$ cat src/hw/rtl/heartbeat_watchdog_table_defines.svh
// ----------------------------------------------------------------------------
// heartbeat watchdog table: assertion macros
// concurrent checks clocked on clk_i and disabled while rst_ni is low
// ----------------------------------------------------------------------------
`ifndef HEARTBEAT_WATCHDOG_TABLE_DEFINES_SVH
`define HEARTBEAT_WATCHDOG_TABLE_DEFINES_SVH

// consequent must hold in the same cycle as the antecedent
`define HBWD_ASSERT_NOW(lbl, ante, cons, msg) \
  lbl: assert property (@(posedge clk_i) disable iff (!rst_ni) (ante) |-> (cons)) \
    else $error(msg);

// consequent must hold in the cycle after the antecedent
`define HBWD_ASSERT_NEXT(lbl, ante, cons, msg) \
  lbl: assert property (@(posedge clk_i) disable iff (!rst_ni) (ante) |=> (cons)) \
    else $error(msg);

`endif

$ cat src/hw/rtl/hbwd_pkg.sv
// ----------------------------------------------------------------------------
// hbwd_pkg
// shared types, codes and constants of the heartbeat watchdog table
// ----------------------------------------------------------------------------
package hbwd_pkg;

  localparam int unsigned DEVICE_COUNT_DEF = 16;
  localparam int unsigned TYPE_SLOTS_DEF   = 4;
  localparam int unsigned TIME_BITS_DEF    = 32;

  localparam int unsigned DEV_FIELD_W = 4;
  localparam int unsigned TYPE_W      = 16;
  localparam int unsigned NOW_W       = 32;
  localparam int unsigned AGE_W       = 32;
  localparam int unsigned HEALTH_W    = 3;
  localparam int unsigned CFG_DATA_W  = 32;
  localparam int unsigned CFG_IDX_W   = 3;
  localparam int unsigned IN_TDATA_W  = 56;
  localparam int unsigned IN_TUSER_W  = 2;
  localparam int unsigned OUT_TDATA_W = 40;

  localparam logic [CFG_DATA_W-1:0] WARN_RST  = 32'd1000;
  localparam logic [CFG_DATA_W-1:0] FAULT_RST = 32'd3000;

  // register indexes of the configuration port
  localparam logic [CFG_IDX_W-1:0] CFG_WARN   = 3'd0;
  localparam logic [CFG_IDX_W-1:0] CFG_FAULT  = 3'd1;
  localparam logic [CFG_IDX_W-1:0] CFG_SLOT0  = 3'd2;
  localparam logic [CFG_IDX_W-1:0] CFG_ENABLE = 3'd6;

  typedef enum logic [1:0] {
    MODE_CONNECT,
    MODE_FRAME,
    MODE_SWEEP,
    MODE_QUERY
  } mode_e;

  typedef enum logic [HEALTH_W-1:0] {
    H_INACTIVE,
    H_WAITING,
    H_HEALTHY,
    H_WARNING,
    H_FAULT
  } health_e;

  typedef enum logic {
    KIND_EVENT,
    KIND_REPLY
  } kind_e;

  typedef struct packed {
    logic [CFG_DATA_W-1:0] warn;
    logic [CFG_DATA_W-1:0] fault;
  } thr_t;

  typedef struct packed {
    logic [AGE_W-1:0] age;
    logic             ge_fault;
    logic             ge_warn;
  } age_res_t;

  typedef struct packed {
    logic                   kind;
    logic [DEV_FIELD_W-1:0] dev;
    logic [HEALTH_W-1:0]    health;
    logic [AGE_W-1:0]       age;
  } result_t;

endpackage

$ cat src/hw/rtl/hbwd_cfg.sv
// ----------------------------------------------------------------------------
// hbwd_cfg
// threshold and telemetry type registers, with the type slot matcher
// ----------------------------------------------------------------------------
module hbwd_cfg #(
  parameter int unsigned TYPE_SLOTS = hbwd_pkg::TYPE_SLOTS_DEF
) (
  input  logic                             clk_i,
  input  logic                             rst_ni,
  input  logic                             cfg_we_i,
  input  logic [hbwd_pkg::CFG_IDX_W-1:0]   cfg_idx_i,
  input  logic [hbwd_pkg::CFG_DATA_W-1:0]  cfg_data_i,
  input  logic [hbwd_pkg::TYPE_W-1:0]      type_i,
  output hbwd_pkg::thr_t                   thr_o,
  output logic                             match_o
);
  import hbwd_pkg::*;

  logic [CFG_DATA_W-1:0] warn_q;
  logic [CFG_DATA_W-1:0] fault_q;
  logic [TYPE_SLOTS-1:0] enable_q;
  logic [TYPE_W-1:0]     slot_q [TYPE_SLOTS];

  always_ff @(posedge clk_i or negedge rst_ni) begin
    if (!rst_ni) begin
      warn_q   <= WARN_RST;
      fault_q  <= FAULT_RST;
      enable_q <= '0;
      for (int i = 0; i < TYPE_SLOTS; i++) begin
        slot_q[i] <= '0;
      end
    end else if (cfg_we_i) begin
      if (cfg_idx_i == CFG_WARN) begin
        warn_q <= cfg_data_i;
      end
      if (cfg_idx_i == CFG_FAULT) begin
        fault_q <= cfg_data_i;
      end
      if (cfg_idx_i == CFG_ENABLE) begin
        enable_q <= cfg_data_i[TYPE_SLOTS-1:0];
      end
      for (int i = 0; i < TYPE_SLOTS; i++) begin
        if (cfg_idx_i == CFG_SLOT0 + CFG_IDX_W'(i)) begin
          slot_q[i] <= cfg_data_i[TYPE_W-1:0];
        end
      end
    end
  end

  always_comb begin
    match_o = 1'b0;
    for (int i = 0; i < TYPE_SLOTS; i++) begin
      match_o = match_o | (enable_q[i] && (slot_q[i] == type_i));
    end
  end

  assign thr_o.warn  = warn_q;
  assign thr_o.fault = fault_q;

endmodule

$ cat src/hw/rtl/hbwd_table.sv
// ----------------------------------------------------------------------------
// hbwd_table
// per-device entry memory with one write and one registered read port
// ----------------------------------------------------------------------------
module hbwd_table #(
  parameter int unsigned DEVICE_COUNT = hbwd_pkg::DEVICE_COUNT_DEF,
  parameter int unsigned TIME_BITS    = hbwd_pkg::TIME_BITS_DEF,
  parameter int unsigned DEV_W        = (DEVICE_COUNT > 1) ? $clog2(DEVICE_COUNT) : 1
) (
  input  logic                           clk_i,
  input  logic                           rst_ni,
  input  logic [DEV_W-1:0]               rd_addr_i,
  output logic                           rd_conn_o,
  output logic [hbwd_pkg::HEALTH_W-1:0]  rd_health_o,
  output logic [TIME_BITS-1:0]           rd_time_o,
  input  logic                           we_i,
  input  logic [DEV_W-1:0]               wr_addr_i,
  input  logic                           wr_conn_i,
  input  logic [hbwd_pkg::HEALTH_W-1:0]  wr_health_i,
  input  logic [TIME_BITS-1:0]           wr_time_i
);
  import hbwd_pkg::*;

  localparam int unsigned EntryW = 1 + HEALTH_W + TIME_BITS;

  logic [EntryW-1:0]       mem_q [DEVICE_COUNT];
  logic [EntryW-1:0]       rd_data_q;
  logic [DEVICE_COUNT-1:0] valid_q;
  logic                    rd_valid_q;
  logic                    rd_in_range;

  assign rd_in_range = (32'(rd_addr_i) < DEVICE_COUNT);

  always_ff @(posedge clk_i) begin
    if (we_i) begin
      mem_q[wr_addr_i] <= {wr_conn_i, wr_health_i, wr_time_i};
    end
    rd_data_q <= mem_q[rd_addr_i];
  end

  // an entry never written reads as disconnected, inactive, time zero
  always_ff @(posedge clk_i or negedge rst_ni) begin
    if (!rst_ni) begin
      valid_q    <= '0;
      rd_valid_q <= 1'b0;
    end else begin
      if (we_i) begin
        valid_q[wr_addr_i] <= 1'b1;
      end
      rd_valid_q <= rd_in_range ? valid_q[rd_addr_i] : 1'b0;
    end
  end

  assign rd_conn_o   = rd_valid_q & rd_data_q[EntryW-1];
  assign rd_health_o = rd_valid_q ? rd_data_q[EntryW-2 -: HEALTH_W] : '0;
  assign rd_time_o   = rd_valid_q ? rd_data_q[TIME_BITS-1:0] : '0;

endmodule

$ cat src/hw/rtl/hbwd_age_unit.sv
// ----------------------------------------------------------------------------
// hbwd_age_unit
// shared age subtractor with saturation and threshold compares
// ----------------------------------------------------------------------------
module hbwd_age_unit #(
  parameter int unsigned TIME_BITS = hbwd_pkg::TIME_BITS_DEF
) (
  input  logic [TIME_BITS-1:0] now_i,
  input  logic [TIME_BITS-1:0] then_i,
  input  hbwd_pkg::thr_t       thr_i,
  output hbwd_pkg::age_res_t   res_o
);
  import hbwd_pkg::*;

  localparam int unsigned CmpW = (TIME_BITS > AGE_W) ? TIME_BITS : AGE_W;

  logic [TIME_BITS-1:0] diff;
  logic [CmpW-1:0]      diff_ext;

  // time running backwards clamps to zero
  assign diff     = (now_i >= then_i) ? (now_i - then_i) : '0;
  assign diff_ext = CmpW'(diff);

  assign res_o.age      = (diff_ext > CmpW'({AGE_W{1'b1}})) ? '1 : AGE_W'(diff_ext);
  assign res_o.ge_fault = (diff_ext >= CmpW'(thr_i.fault));
  assign res_o.ge_warn  = (diff_ext >= CmpW'(thr_i.warn));

endmodule

$ cat src/hw/rtl/heartbeat_watchdog_table.sv
// ----------------------------------------------------------------------------
// heartbeat_watchdog_table
// per-device heartbeat watchdog with connect, frame, sweep and query commands
// ----------------------------------------------------------------------------
//   Commands enter on s_axis (tuser = mode), results leave on m_axis
//   (tuser = kind, tlast = final result of a command). Thresholds and type
//   slots are set through the cfg write port; the user must write them only
//   while no command is in flight, which the block does not enforce. Connect,
//   frame and query commands have an accept cycle, which launches the table
//   read, and an evaluate step with the shared age unit; any result is on
//   m_axis in the cycle after that step completes. A sweep reads one entry
//   per cycle through the single table read port while the receiver does not
//   stall it, and a final step releases the held result; each change is held
//   back one entry so that the final one carries tlast. s_axis_tready_o is
//   high only while the sequencer is idle. Reset marks every table entry
//   unwritten, so all devices read as disconnected and inactive at time
//   zero; no clearing pass is needed. A stalled receiver keeps the result in
//   the output register; a command may still be accepted, and its evaluate
//   step waits until the output register frees up.
// ----------------------------------------------------------------------------
`include "heartbeat_watchdog_table_defines.svh"

module heartbeat_watchdog_table #(
  parameter int unsigned DEVICE_COUNT = hbwd_pkg::DEVICE_COUNT_DEF,
  parameter int unsigned TYPE_SLOTS   = hbwd_pkg::TYPE_SLOTS_DEF,
  parameter int unsigned TIME_BITS    = hbwd_pkg::TIME_BITS_DEF
) (
  input  logic                              clk_i,
  input  logic                              rst_ni,
  input  logic                              s_axis_tvalid_i,
  output logic                              s_axis_tready_o,
  // device[3:0], link_up[4], message_type[20:5], now_ms[52:21], zero[55:53]
  input  logic [hbwd_pkg::IN_TDATA_W-1:0]   s_axis_tdata_i,
  // mode[1:0]
  input  logic [hbwd_pkg::IN_TUSER_W-1:0]   s_axis_tuser_i,
  output logic                              m_axis_tvalid_o,
  input  logic                              m_axis_tready_i,
  // device_out[3:0], health[6:4], age_ms[38:7], zero[39]
  output logic [hbwd_pkg::OUT_TDATA_W-1:0]  m_axis_tdata_o,
  // kind[0]
  output logic                              m_axis_tuser_o,
  output logic                              m_axis_tlast_o,
  input  logic                              cfg_we_i,
  input  logic [hbwd_pkg::CFG_IDX_W-1:0]    cfg_idx_i,
  input  logic [hbwd_pkg::CFG_DATA_W-1:0]   cfg_data_i
);
  import hbwd_pkg::*;

  localparam int unsigned DevW = (DEVICE_COUNT > 1) ? $clog2(DEVICE_COUNT) : 1;
  localparam logic [DevW-1:0] LastDev = DevW'(DEVICE_COUNT - 1);

  typedef enum logic [1:0] {
    S_IDLE,
    S_EVAL,
    S_FLUSH
  } state_e;

  state_e                 state_q;
  mode_e                  mode_q;
  logic [DEV_FIELD_W-1:0] dev_q;
  logic                   link_q;
  logic                   match_q;
  logic                   dvalid_q;
  logic [TIME_BITS-1:0]   now_q;
  logic [DevW-1:0]        idx_q;
  logic                   out_valid_q;
  logic                   out_last_q;
  result_t                out_q;
  logic                   pend_valid_q;
  result_t                pend_q;

  // input unpacking
  mode_e                  in_mode;
  logic [DEV_FIELD_W-1:0] in_dev;
  logic                   in_link;
  logic [TYPE_W-1:0]      in_type;
  logic [NOW_W-1:0]       in_now;
  logic                   in_accept;

  thr_t     thr;
  logic     type_match;
  age_res_t age_res;

  logic                 rd_conn;
  logic [HEALTH_W-1:0]  rd_health;
  logic [TIME_BITS-1:0] rd_time;
  logic [DevW-1:0]      rd_addr;

  logic                 emit;
  logic                 stall;
  logic                 we;
  logic                 tbl_we;
  logic                 wr_conn;
  logic [HEALTH_W-1:0]  wr_health;
  logic [TIME_BITS-1:0] wr_time;
  logic [HEALTH_W-1:0]  sweep_next;
  logic                 out_free;
  logic                 out_load;
  logic                 sweep_busy;
  result_t              res;

  assign in_mode   = mode_e'(s_axis_tuser_i);
  assign in_dev    = s_axis_tdata_i[3:0];
  assign in_link   = s_axis_tdata_i[4];
  assign in_type   = s_axis_tdata_i[20:5];
  assign in_now    = s_axis_tdata_i[52:21];
  assign in_accept = s_axis_tvalid_i && s_axis_tready_o;

  hbwd_cfg #(
    .TYPE_SLOTS (TYPE_SLOTS)
  ) u_cfg (
    .clk_i      (clk_i),
    .rst_ni     (rst_ni),
    .cfg_we_i   (cfg_we_i),
    .cfg_idx_i  (cfg_idx_i),
    .cfg_data_i (cfg_data_i),
    .type_i     (in_type),
    .thr_o      (thr),
    .match_o    (type_match)
  );

  hbwd_table #(
    .DEVICE_COUNT (DEVICE_COUNT),
    .TIME_BITS    (TIME_BITS),
    .DEV_W        (DevW)
  ) u_table (
    .clk_i       (clk_i),
    .rst_ni      (rst_ni),
    .rd_addr_i   (rd_addr),
    .rd_conn_o   (rd_conn),
    .rd_health_o (rd_health),
    .rd_time_o   (rd_time),
    .we_i        (tbl_we),
    .wr_addr_i   (idx_q),
    .wr_conn_i   (wr_conn),
    .wr_health_i (wr_health),
    .wr_time_i   (wr_time)
  );

  hbwd_age_unit #(
    .TIME_BITS (TIME_BITS)
  ) u_age (
    .now_i  (now_q),
    .then_i (rd_time),
    .thr_i  (thr),
    .res_o  (age_res)
  );

  assign out_free = !out_valid_q || m_axis_tready_i;

  always_comb begin
    priority if (age_res.ge_fault) begin
      sweep_next = H_FAULT;
    end else if (age_res.ge_warn) begin
      sweep_next = H_WARNING;
    end else begin
      sweep_next = rd_health;
    end
  end

  // evaluate step for the entry held in the table read register
  always_comb begin
    emit       = 1'b0;
    we         = 1'b0;
    wr_conn    = 1'b1;
    wr_health  = rd_health;
    wr_time    = now_q;
    res.kind   = KIND_EVENT;
    res.dev    = dev_q;
    res.health = rd_health;
    res.age    = '0;
    unique case (mode_q)
      MODE_CONNECT: begin
        wr_conn    = link_q;
        wr_health  = link_q ? H_WAITING : H_INACTIVE;
        we         = dvalid_q;
        emit       = dvalid_q && (rd_health != wr_health);
        res.health = wr_health;
      end
      MODE_FRAME: begin
        wr_health  = H_HEALTHY;
        we         = dvalid_q && rd_conn && match_q;
        emit       = we && (rd_health != H_HEALTHY);
        res.health = H_HEALTHY;
      end
      MODE_SWEEP: begin
        wr_health  = sweep_next;
        wr_time    = rd_time;
        we         = rd_conn && (sweep_next != rd_health);
        emit       = we;
        res.dev    = DEV_FIELD_W'(idx_q);
        res.health = sweep_next;
        res.age    = age_res.age;
      end
      MODE_QUERY: begin
        emit     = 1'b1;
        res.kind = KIND_REPLY;
        if (dvalid_q && rd_conn) begin
          res.health = rd_health;
          res.age    = age_res.age;
        end else begin
          res.health = H_INACTIVE;
        end
      end
      default: ;
    endcase
    // a sweep only needs the output when a held result gets pushed out
    if (mode_q == MODE_SWEEP) begin
      stall = emit && pend_valid_q && !out_free;
    end else begin
      stall = emit && !out_free;
    end
  end

  assign tbl_we = (state_q == S_EVAL) && we && !stall;

  // output register takes a new transaction this cycle
  assign out_load = ((state_q == S_EVAL) && !stall && emit &&
                     ((mode_q != MODE_SWEEP) || pend_valid_q)) ||
                    ((state_q == S_FLUSH) && pend_valid_q && out_free);

  assign sweep_busy = (mode_q == MODE_SWEEP) &&
                      ((state_q == S_EVAL) || (state_q == S_FLUSH));

  always_comb begin
    if (state_q == S_IDLE) begin
      rd_addr = (in_mode == MODE_SWEEP) ? '0 : DevW'(in_dev);
    end else if ((state_q == S_EVAL) && (mode_q == MODE_SWEEP) && !stall &&
                 (idx_q != LastDev)) begin
      rd_addr = idx_q + 1'b1;
    end else begin
      rd_addr = idx_q;
    end
  end

  always_ff @(posedge clk_i or negedge rst_ni) begin
    if (!rst_ni) begin
      state_q      <= S_IDLE;
      mode_q       <= MODE_CONNECT;
      dev_q        <= '0;
      link_q       <= 1'b0;
      match_q      <= 1'b0;
      dvalid_q     <= 1'b0;
      now_q        <= '0;
      idx_q        <= '0;
      out_valid_q  <= 1'b0;
      out_last_q   <= 1'b0;
      out_q        <= '0;
      pend_valid_q <= 1'b0;
      pend_q       <= '0;
    end else begin
      if (out_load) begin
        out_valid_q <= 1'b1;
      end else if (m_axis_tready_i) begin
        out_valid_q <= 1'b0;
      end
      unique case (state_q)
        S_IDLE: begin
          if (in_accept) begin
            mode_q   <= in_mode;
            dev_q    <= in_dev;
            link_q   <= in_link;
            match_q  <= type_match;
            dvalid_q <= (32'(in_dev) < DEVICE_COUNT);
            now_q    <= TIME_BITS'(in_now);
            idx_q    <= rd_addr;
            state_q  <= S_EVAL;
          end
        end
        S_EVAL: begin
          if (!stall) begin
            if (mode_q == MODE_SWEEP) begin
              // hold the newest change back until we know whether it is the last
              if (emit) begin
                if (pend_valid_q) begin
                  out_q      <= pend_q;
                  out_last_q <= 1'b0;
                end
                pend_q       <= res;
                pend_valid_q <= 1'b1;
              end
              if (idx_q == LastDev) begin
                state_q <= S_FLUSH;
              end else begin
                idx_q <= rd_addr;
              end
            end else begin
              if (emit) begin
                out_q      <= res;
                out_last_q <= 1'b1;
              end
              state_q <= S_IDLE;
            end
          end
        end
        S_FLUSH: begin
          if (!pend_valid_q) begin
            state_q <= S_IDLE;
          end else if (out_free) begin
            out_q        <= pend_q;
            out_last_q   <= 1'b1;
            pend_valid_q <= 1'b0;
            state_q      <= S_IDLE;
          end
        end
        default: state_q <= S_IDLE;
      endcase
    end
  end

  assign s_axis_tready_o = (state_q == S_IDLE);
  assign m_axis_tvalid_o = out_valid_q;
  assign m_axis_tdata_o  = {1'b0, out_q.age, out_q.health, out_q.dev};
  assign m_axis_tuser_o  = out_q.kind;
  assign m_axis_tlast_o  = out_last_q;

  `HBWD_ASSERT_NEXT(a_accept_to_eval, in_accept, state_q == S_EVAL, "accept without evaluate")
  `HBWD_ASSERT_NOW(a_reply_last, m_axis_tvalid_o && m_axis_tuser_o, m_axis_tlast_o, "reply no tlast")
  `HBWD_ASSERT_NOW(a_pend_sweep, pend_valid_q, sweep_busy, "held result outside a sweep")
  `HBWD_ASSERT_NOW(a_health_code, m_axis_tvalid_o, out_q.health <= H_FAULT, "bad health code")

endmodule
$ cat config.mk
export PLATFORM = sky130hd
export DESIGN_NAME = heartbeat_watchdog_table
export DESIGN_NICKNAME = d
export VERILOG_FILES = /design/src/hw/rtl/hbwd_pkg.sv /design/src/hw/rtl/hbwd_cfg.sv /design/src/hw/rtl/hbwd_table.sv /design/src/hw/rtl/hbwd_age_unit.sv /design/src/hw/rtl/heartbeat_watchdog_table.sv
export VERILOG_INCLUDE_DIRS = /design/src /design/src/hw/rtl
export SDC_FILE = /design/constraint.sdc
export NUM_CORES = 1
export LEC_CHECK = 0
export BUFFER_PORTS_ARGS = -buffer_cell sky130_fd_sc_hd__buf_2
export CAP_MARGIN = 20
export CORE_MARGIN = 5
export CORE_UTILIZATION = 62
export DETAILED_ROUTE_END_ITERATION = 12
export PLACE_DENSITY = 0.78
export SYNTH_ARGS = -nofsm -noshare
export SYNTH_HDL_FRONTEND = slang
export SYNTH_SLANG_ARGS = --single-unit
$ cat constraint.sdc
create_clock -name clk_i -period 11.2 [get_ports clk_i]
set_clock_uncertainty 0.2 [all_clocks]
set_input_delay 1.68 -clock clk_i [delete_from_list [all_inputs] [get_ports clk_i]]
set_output_delay 1.68 -clock clk_i [all_outputs]
set_load 0.01 [all_outputs]
==> results_dict.tcl, run 1 <==
set metrics [dict create \
    maxSlewViolCount 0 \
    vias 22700 \
    synth_cells 2483 \
    drc 0 \
    crit_buf_inv 4 \
    clk_pin_slew_worst_paths_ps 60 \
    dp_hpwl_um 53400 \
    fin_crit_ps 9580 \
    min_path_type "flop to flop" \
    cts_tree "done" \
    syn_area_um2 37800 \
    clock_sinks 891 \
    die_h_um 257 \
    via_per_inst 6.44 \
    syn_to_final_growth_pct 13.6 \
    setup_viol 0 \
    ir_drop_mv 0.232 \
    final_cell_area_um2 42900 \
    finalHoldViolations 0 \
    dr.pass1.iters 7 \
    syn_nets 2682 \
    cts.path.max_buffers 3 \
    synth_edf_count 576 \
    seqCellArea_um2 25000 \
    fin_setup_tns_ps 0 \
    slowest_delay_ps 980 \
    rows 90 \
    n_fill_cell 3734 \
    track_usage_pct 27.4 \
    worstPathRequired_ps 11570 \
    netSwitchingFraction_pct 36.3 \
    period_share_pct 85.5 \
    crit_fanout 34 \
    post_cts_buffers 0 \
    synth_seq_cells 891 \
    diodes 0 \
    nets 2873 \
    start_util_pct 62.6 \
    port-buffer-count 137 \
    max_slew.worst_pin.slew_ps 1080 \
    drtIter0Drc 2634 \
    relSlewSlack_pct 27.7 \
    worst_ep_arrival_time_ps 9950 \
    grt_max_degree 136 \
    ioPinCount 142 \
    crit_cells 30 \
    antenna_left 0 \
    path_delay_family "compound AO/OA/AOI/OAI gates" \
    crit_type "flop to flop" \
    avgSynthCellArea_um2 15.2 \
    p_leak_nw 16.1 \
    synth_top_area_cell "edfxtp_1" \
    ys.flop_type "edfxtp_1" \
    reg2regPathDepth 30 \
    cts_resized 0 \
    endpoint_kind "flop" \
    power.switching_mw 4.91 \
    grt_remaining_overflow 0 \
    numCtsBuffers 89 \
    insertion_delay_ps 640 \
    power_frac_comb_pct 41.0 \
    antenna_found_initial 0 \
    synth_top_area_share_pct 45.8 \
    cts_root_buf "clkbuf_16" \
    grt_pass1_wl_um 139000 \
    worstSetupStartpointType "flop" \
    max_freq_mhz 104 \
    gp_congestion 0.859 \
    drt_wl_total_um 91700 \
    synthArstFlopShare_pct 31.3 \
    multi_input_area_um2 12100 \
    synthTopCellsByArea "edfxtp_1 46%, dfrtp_1 18%, mux4_2 8.8%, mux2_2 4.3%, ha_1 3.3%" \
    status "complete, no violations" \
    cp_slowest_cell "nor2b_4" \
    seqPwrFrac_pct 35.3 \
    core_um2 60400 \
    ys.warnings.count 0 \
    postCtsHoldBufs 0 \
    maxCapViolations 0 \
    yosysUniqueCellTypes 69 \
    grt_pass1_vias 23200 \
    intPower_mw 8.62 \
    place_area_um2 39700 \
    drt-wirelength-per-cell_um 26.0 \
    drive_gt1_share_pct 26.3 \
    pwr-share-clk_pct 23.7 \
    die_x_um 257 \
    cts_max_level 3 \
    rsz0062_at_grt "no" \
    power_density_nw_per_um2 315 \
    dieArea_um2 66000 \
    min_path_cells 1 \
    ys_seq_area_share_pct 66.2 \
]
synthesized netlist by cell type, drive strengths merged (23+ instances only):
master / instances
a21oi: 60
a22oi: 74
buf: 43
clkbuf: 74
dfrtp: 266
dfxtp: 36
edfxtp: 576
ha: 100
inv: 86
mux2: 145
mux4: 148
nand2: 254
nor2: 74
o21ai: 145
or2: 23
xnor2: 69
xor2: 23
layout make-up:
type                       count  share of cell area [%]
clock inverter                56                    1.79
timing repair buffer         217                    3.03
inverter                      86                   0.752
sequential                   891                    58.3
clock buffer                 109                    5.60
multi-input combinational   1389                    28.2
tap                          782                    2.28
worst register-to-register path: cells and delay by family, from the launching register on:
kind | cells | cell delay (ps)
AO/OA/AOI/OAI | 16 | 5050
XOR/XNOR | 1 | 130
adder cells (fa/ha/maj) | 3 | 670
buffers and inverters | 4 | 980
flip-flops | 1 | 400
AND/OR/NAND/NOR | 6 | 2070
logic make-up after synthesis:
group                      Yosys count  share of synthesized area, %
xor gates and xnor gates            92                          2.13
adders and majority gates          101                          3.37
AOI/OAI and AO/OA                  417                          7.05
and+or+nand+nor                    479                          5.72
DFF                                891                          66.2
buffers and inverters              203                          2.19
muxes                              299                          13.3
other                                1                       0.00993
power by group through the flow:
stage | registers (mW) | logic (mW) | clock network (mW)
final | 4.77 | 5.54 | 3.21
after global routing | 4.82 | 6.02 | 3.39
after CTS | 4.77 | 5.47 | 3.24
after detailed placement | 4.83 | 5.38 | 0
after global placement | 4.81 | 5.17 | 0
after floorplan | 4.75 | 3.77 | 0
worst paths after layout:
check / from / to / slack [ps]
setup / recovery: u_table.rd_valid_q / u_table.rd_data_q[0] / 1620
hold / removal: u_table.valid_q[6] / u_table.valid_q[6] / 270
setup reg to reg: u_table.rd_valid_q / u_table.rd_data_q[0] / 1620
hold reg to reg: u_table.valid_q[6] / u_table.valid_q[6] / 270
max in group asynchronous: rst_ni / now_q[10] / 7800
min in group asynchronous: rst_ni / u_cfg.warn_q[31] / 1000
placed cells by master (no fill, tap or decap), types with 23 or more instances in the layout:
cell type,netlist,layout
a21oi_1,60,60
a22oi_1,74,74
buf_2,30,147
buf_4,7,67
clkbuf_16,0,91
dfrtp_1,266,266
dfxtp_1,36,36
edfxtp_1,576,576
ha_1,100,100
inv_1,86,86
mux2_2,145,145
mux4_2,148,148
nand2_1,254,253
nor2_1,74,61
o21ai_0,138,138
xnor2_1,69,69
xor2_1,23,23
routing by layer:
layer	vias to the layer above	routed length (um)	track usage, %	part of all wire, %
li1	9789	-	-	-
met2	1126	45000	45.2	49
met4	0	2630	8.25	2.9
met3	180	7950	4.16	8.7
met1	11600	36100	38.9	39
met5	-	0	0	0
through the flow:
step | total power, mW | utilization [%] | instances | setup WS, ps | hold WS, ps
after floorplan | 8.52 | - | 2483 | 2050 | 234
after global placement | 9.98 | 65.7 | 3350 | 2090 | 246
after detailed placement | 10.2 | 65.8 | 3363 | 1800 | 249
after CTS | 13.5 | 71.0 | 3528 | 1740 | 270
after global routing | 14.2 | 71.1 | 3530 | 1170 | 278
final | 13.5 | 71.1 | 3530 | 1620 | 269
state kept, by name, indices dropped and copies added, names as in the netlist, 2 cells and up:
signal	count
state_q	2
u_cfg.enable_q	4
u_cfg.slot_q	64
idx_q	4
m_axis_tdata_o	39
u_table.rd_data_q	36
u_cfg.warn_q	32
u_cfg.fault_q	32
now_q	32
u_table.valid_q	16
mode_q	2
dev_q	4
u_table.mem_q	576
pend_q	40
No activity file was read; power rests on OpenSTA's default activity.
==> run 2, diff against run 1 <==
Settings changed: ABC_AREA set to 1.
==> run 2 against run 1 <==
Setup slack gained 770 ps. Sequential power increased by 0.8%. Flip-flop and latch count unchanged. Cell count up 56%. Synthesized cell count increased by 79%. Maximum frequency rose by 8.8%. Combinational power rose by 25%. Sequential share of layout area shrank 4.7 points. Critical endpoint is now u_table.rd_data_q[14]. Largest cell class unchanged. Highest routed layer is now met5.
==> results_dict.tcl, run 2 <==
set metrics [dict create \
    core_um2 67000 \
    fin_crit_ps 8810 \
    setup_viol 0 \
    max_freq_mhz 114 \
    yosysMostFrequentCell "nand2_1" \
    synthSimpleGateAreaFrac_pct 19.3 \
    fin_setup_tns_ps 0 \
    largest_reg_flops 576 \
    seqCellArea_um2 25000 \
    synth_top_area_share_pct 41.3 \
    grt_pass1_vias 30900 \
    postCtsHoldBufs 0 \
    cts_root_buf "clkbuf_16" \
    p_leak_nw 21.4 \
    dp_hpwl_um 63400 \
    synth_edf_count 576 \
    grt_pass1_wl_um 170000 \
    finalHoldViolations 0 \
    grt_max_degree 149 \
    rsz0062_at_grt "no" \
    insertion_delay_ps 660 \
    max_slew.worst_pin.slew_ps 1140 \
    synthArstFlopShare_pct 31.3 \
    synth_seq_cells 891 \
    drtIter0Drc 3823 \
    place_area_um2 43400 \
    ys_seq_area_share_pct 59.7 \
    final_cell_mix "939 x nand2_1, 809 x inv_1, 741 x nand3_1" \
    vias 31900 \
    clock_sinks 891 \
    dieArea_um2 72900 \
    drt_wl_total_um 110000 \
    start_util_pct 62.5 \
    nets 4742 \
    worst_ep_arrival_time_ps 9160 \
    ys.flop_type "edfxtp_1" \
    period_share_pct 78.6 \
    synth_cells 4435 \
    ioPinCount 142 \
    cts_max_level 3 \
    relSlewSlack_pct 23.8 \
    antenna_found_initial 3 \
    layout_commonest_cell "nand2_1" \
    drc 0 \
    n_fill_cell 4773 \
    dr.pass1.iters 6 \
    maxSlewViolCount 0 \
    min_path_type "flop to flop" \
    syn_to_final_growth_pct 11.4 \
    intPower_mw 8.42 \
    cp_slowest_cell "buf_4" \
    yosysUniqueCellTypes 59 \
    avgSynthCellArea_um2 9.45 \
    track_usage_pct 29.5 \
    final_cells 5495 \
    endpoint_kind "flop" \
    synthTopCellsByArea "edfxtp_1 41%, dfrtp_1 16%, nand3_1 8.9%, nand2_1 8.5%, inv_1 7.3%" \
    port-buffer-count 137 \
    slowest_delay_ps 780 \
    finalHoldWorstSlack_ps 258 \
    ys.warnings.count 0 \
    synth_compound_area_share_pct 6.13 \
    syn_area_um2 41900 \
    numCtsBuffers 91 \
    crit_type "flop to flop" \
    cts.path.max_buffers 3 \
    worstSetupStartpointType "flop" \
    antenna_left 0 \
    syn_nets 4634 \
    synthXorXnorAreaFrac_pct 1.05 \
    die_x_um 270 \
    synth_top_family_by_area "simple AND/OR/NAND/NOR gates" \
    synth_top_area_cell "edfxtp_1" \
    final_cell_area_um2 46700 \
    ir_drop_mv 0.328 \
    rows 95 \
    crit_fanout 71 \
    die_h_um 270 \
    status "complete, no violations" \
    drive_gt1_share_pct 9.98 \
    grt_remaining_overflow 0 \
    power_frac_comb_pct 46.6 \
    post_cts_buffers 0 \
    clk_pin_slew_worst_paths_ps 60 \
    netSwitchingFraction_pct 43.1 \
    top_regs "u_table.mem_q x576, u_cfg.slot_q x64, pend_q x40" \
    top_register "u_table.mem_q" \
    muxShareOfSynthArea_pct 0.887 \
    pwr-share-clk_pct 20.9 \
    cts_tree "done" \
    synth_fa_ha_area_share_pct 3.03 \
    worstPathRequired_ps 11550 \
    multi_input_area_um2 13000 \
    cts_resized 0 \
    drt-wirelength-per-cell_um 20.0 \
    synth_common_cells "945 x nand2_1, 811 x inv_1, 742 x nand3_1" \
    power.switching_mw 6.39 \
    maxCapViolations 0 \
    final_core_util_pct 69.6 \
    power_density_nw_per_um2 317 \
    gp_congestion 0.914 \
    dpl.cell_count 5315 \
    critPathMostFrequentCell "nand2_1" \
    seqPwrFrac_pct 32.5 \
    via_per_inst 5.80 \
]
-- run 2: final cells by class --
class                   count  share of cell area (%)
diodes                      1                 0.00536
clock buffers             135                    5.76
clock inverters            36                   0.903
inverters                 818                    6.58
multi-input cells        2523                    27.7
flip-flops and latches    891                    53.6
well taps                 873                    2.34
repair buffers            218                    3.09
-- run 2: cells by family after synthesis --
group | after synthesis
AO/OA/AOI/OAI | 474
adder cells (fa/ha/maj) | 101
AND/OR/NAND/NOR | 1864
flip-flops | 891
multiplexers | 33
other | 1
buffers and inverters | 1021
XOR/XNOR | 50
-- run 2: per-stage QoR --
step | setup WS (ps) | power, mW
after global routing | 1810 | 15.8
final | 2390 | 14.8
after global placement | 2160 | 11.3
after CTS | 2010 | 14.7
after detailed placement | 2040 | 11.5
after floorplan | 4540 | 9.51
-- run 2: power by group through the flow --
stage               clock [mW]  combinational, mW  sequential [mW]
finish                    3.10               6.91             4.81
CTS                       3.11               6.74             4.81
detailed placement           0               6.66             4.87
global route              3.27               7.68             4.85
floorplan                    0               4.75             4.76
global placement             0               6.47             4.86
-- run 2: critical path, delay by kind of cell, from the launching register on --
family,cells,cell delay (ps)
AND/OR/NAND/NOR,32,3690
buffers and inverters,7,2200
AO/OA/AOI/OAI,4,1260
adder cells (fa/ha/maj),3,730
flip-flops,1,470
-- run 2: final timing paths --
check,end,cells after the start,startpoint,slack [ps]
worst max-delay path,u_table.rd_data_q[14],46,u_table.rd_valid_q,2390
worst min-delay path,u_table.valid_q[14],2,u_table.valid_q[14],260
worst max register to register,u_table.rd_data_q[14],46,u_table.rd_valid_q,2390
worst min register to register,u_table.valid_q[14],2,u_table.valid_q[14],260
max in group asynchronous,now_q[24],2,rst_ni,8350
min in group asynchronous,u_cfg.slot_q[0],1,rst_ni,870
-- run 2: layer usage --
| metal | vias to the layer above | part of all wire [%] | GRT usage [%] | wire length, um |
|---|---|---|---|---|
| met5 | - | 0.025 | 0 | 27 |
| met4 | 4 | 3.1 | 10.4 | 3390 |
| li1 | 14700 | - | - | - |
| met2 | 1755 | 47 | 48.4 | 51800 |
| met1 | 15100 | 38 | 39.9 | 42000 |
| met3 | 285 | 11 | 5.47 | 12600 |
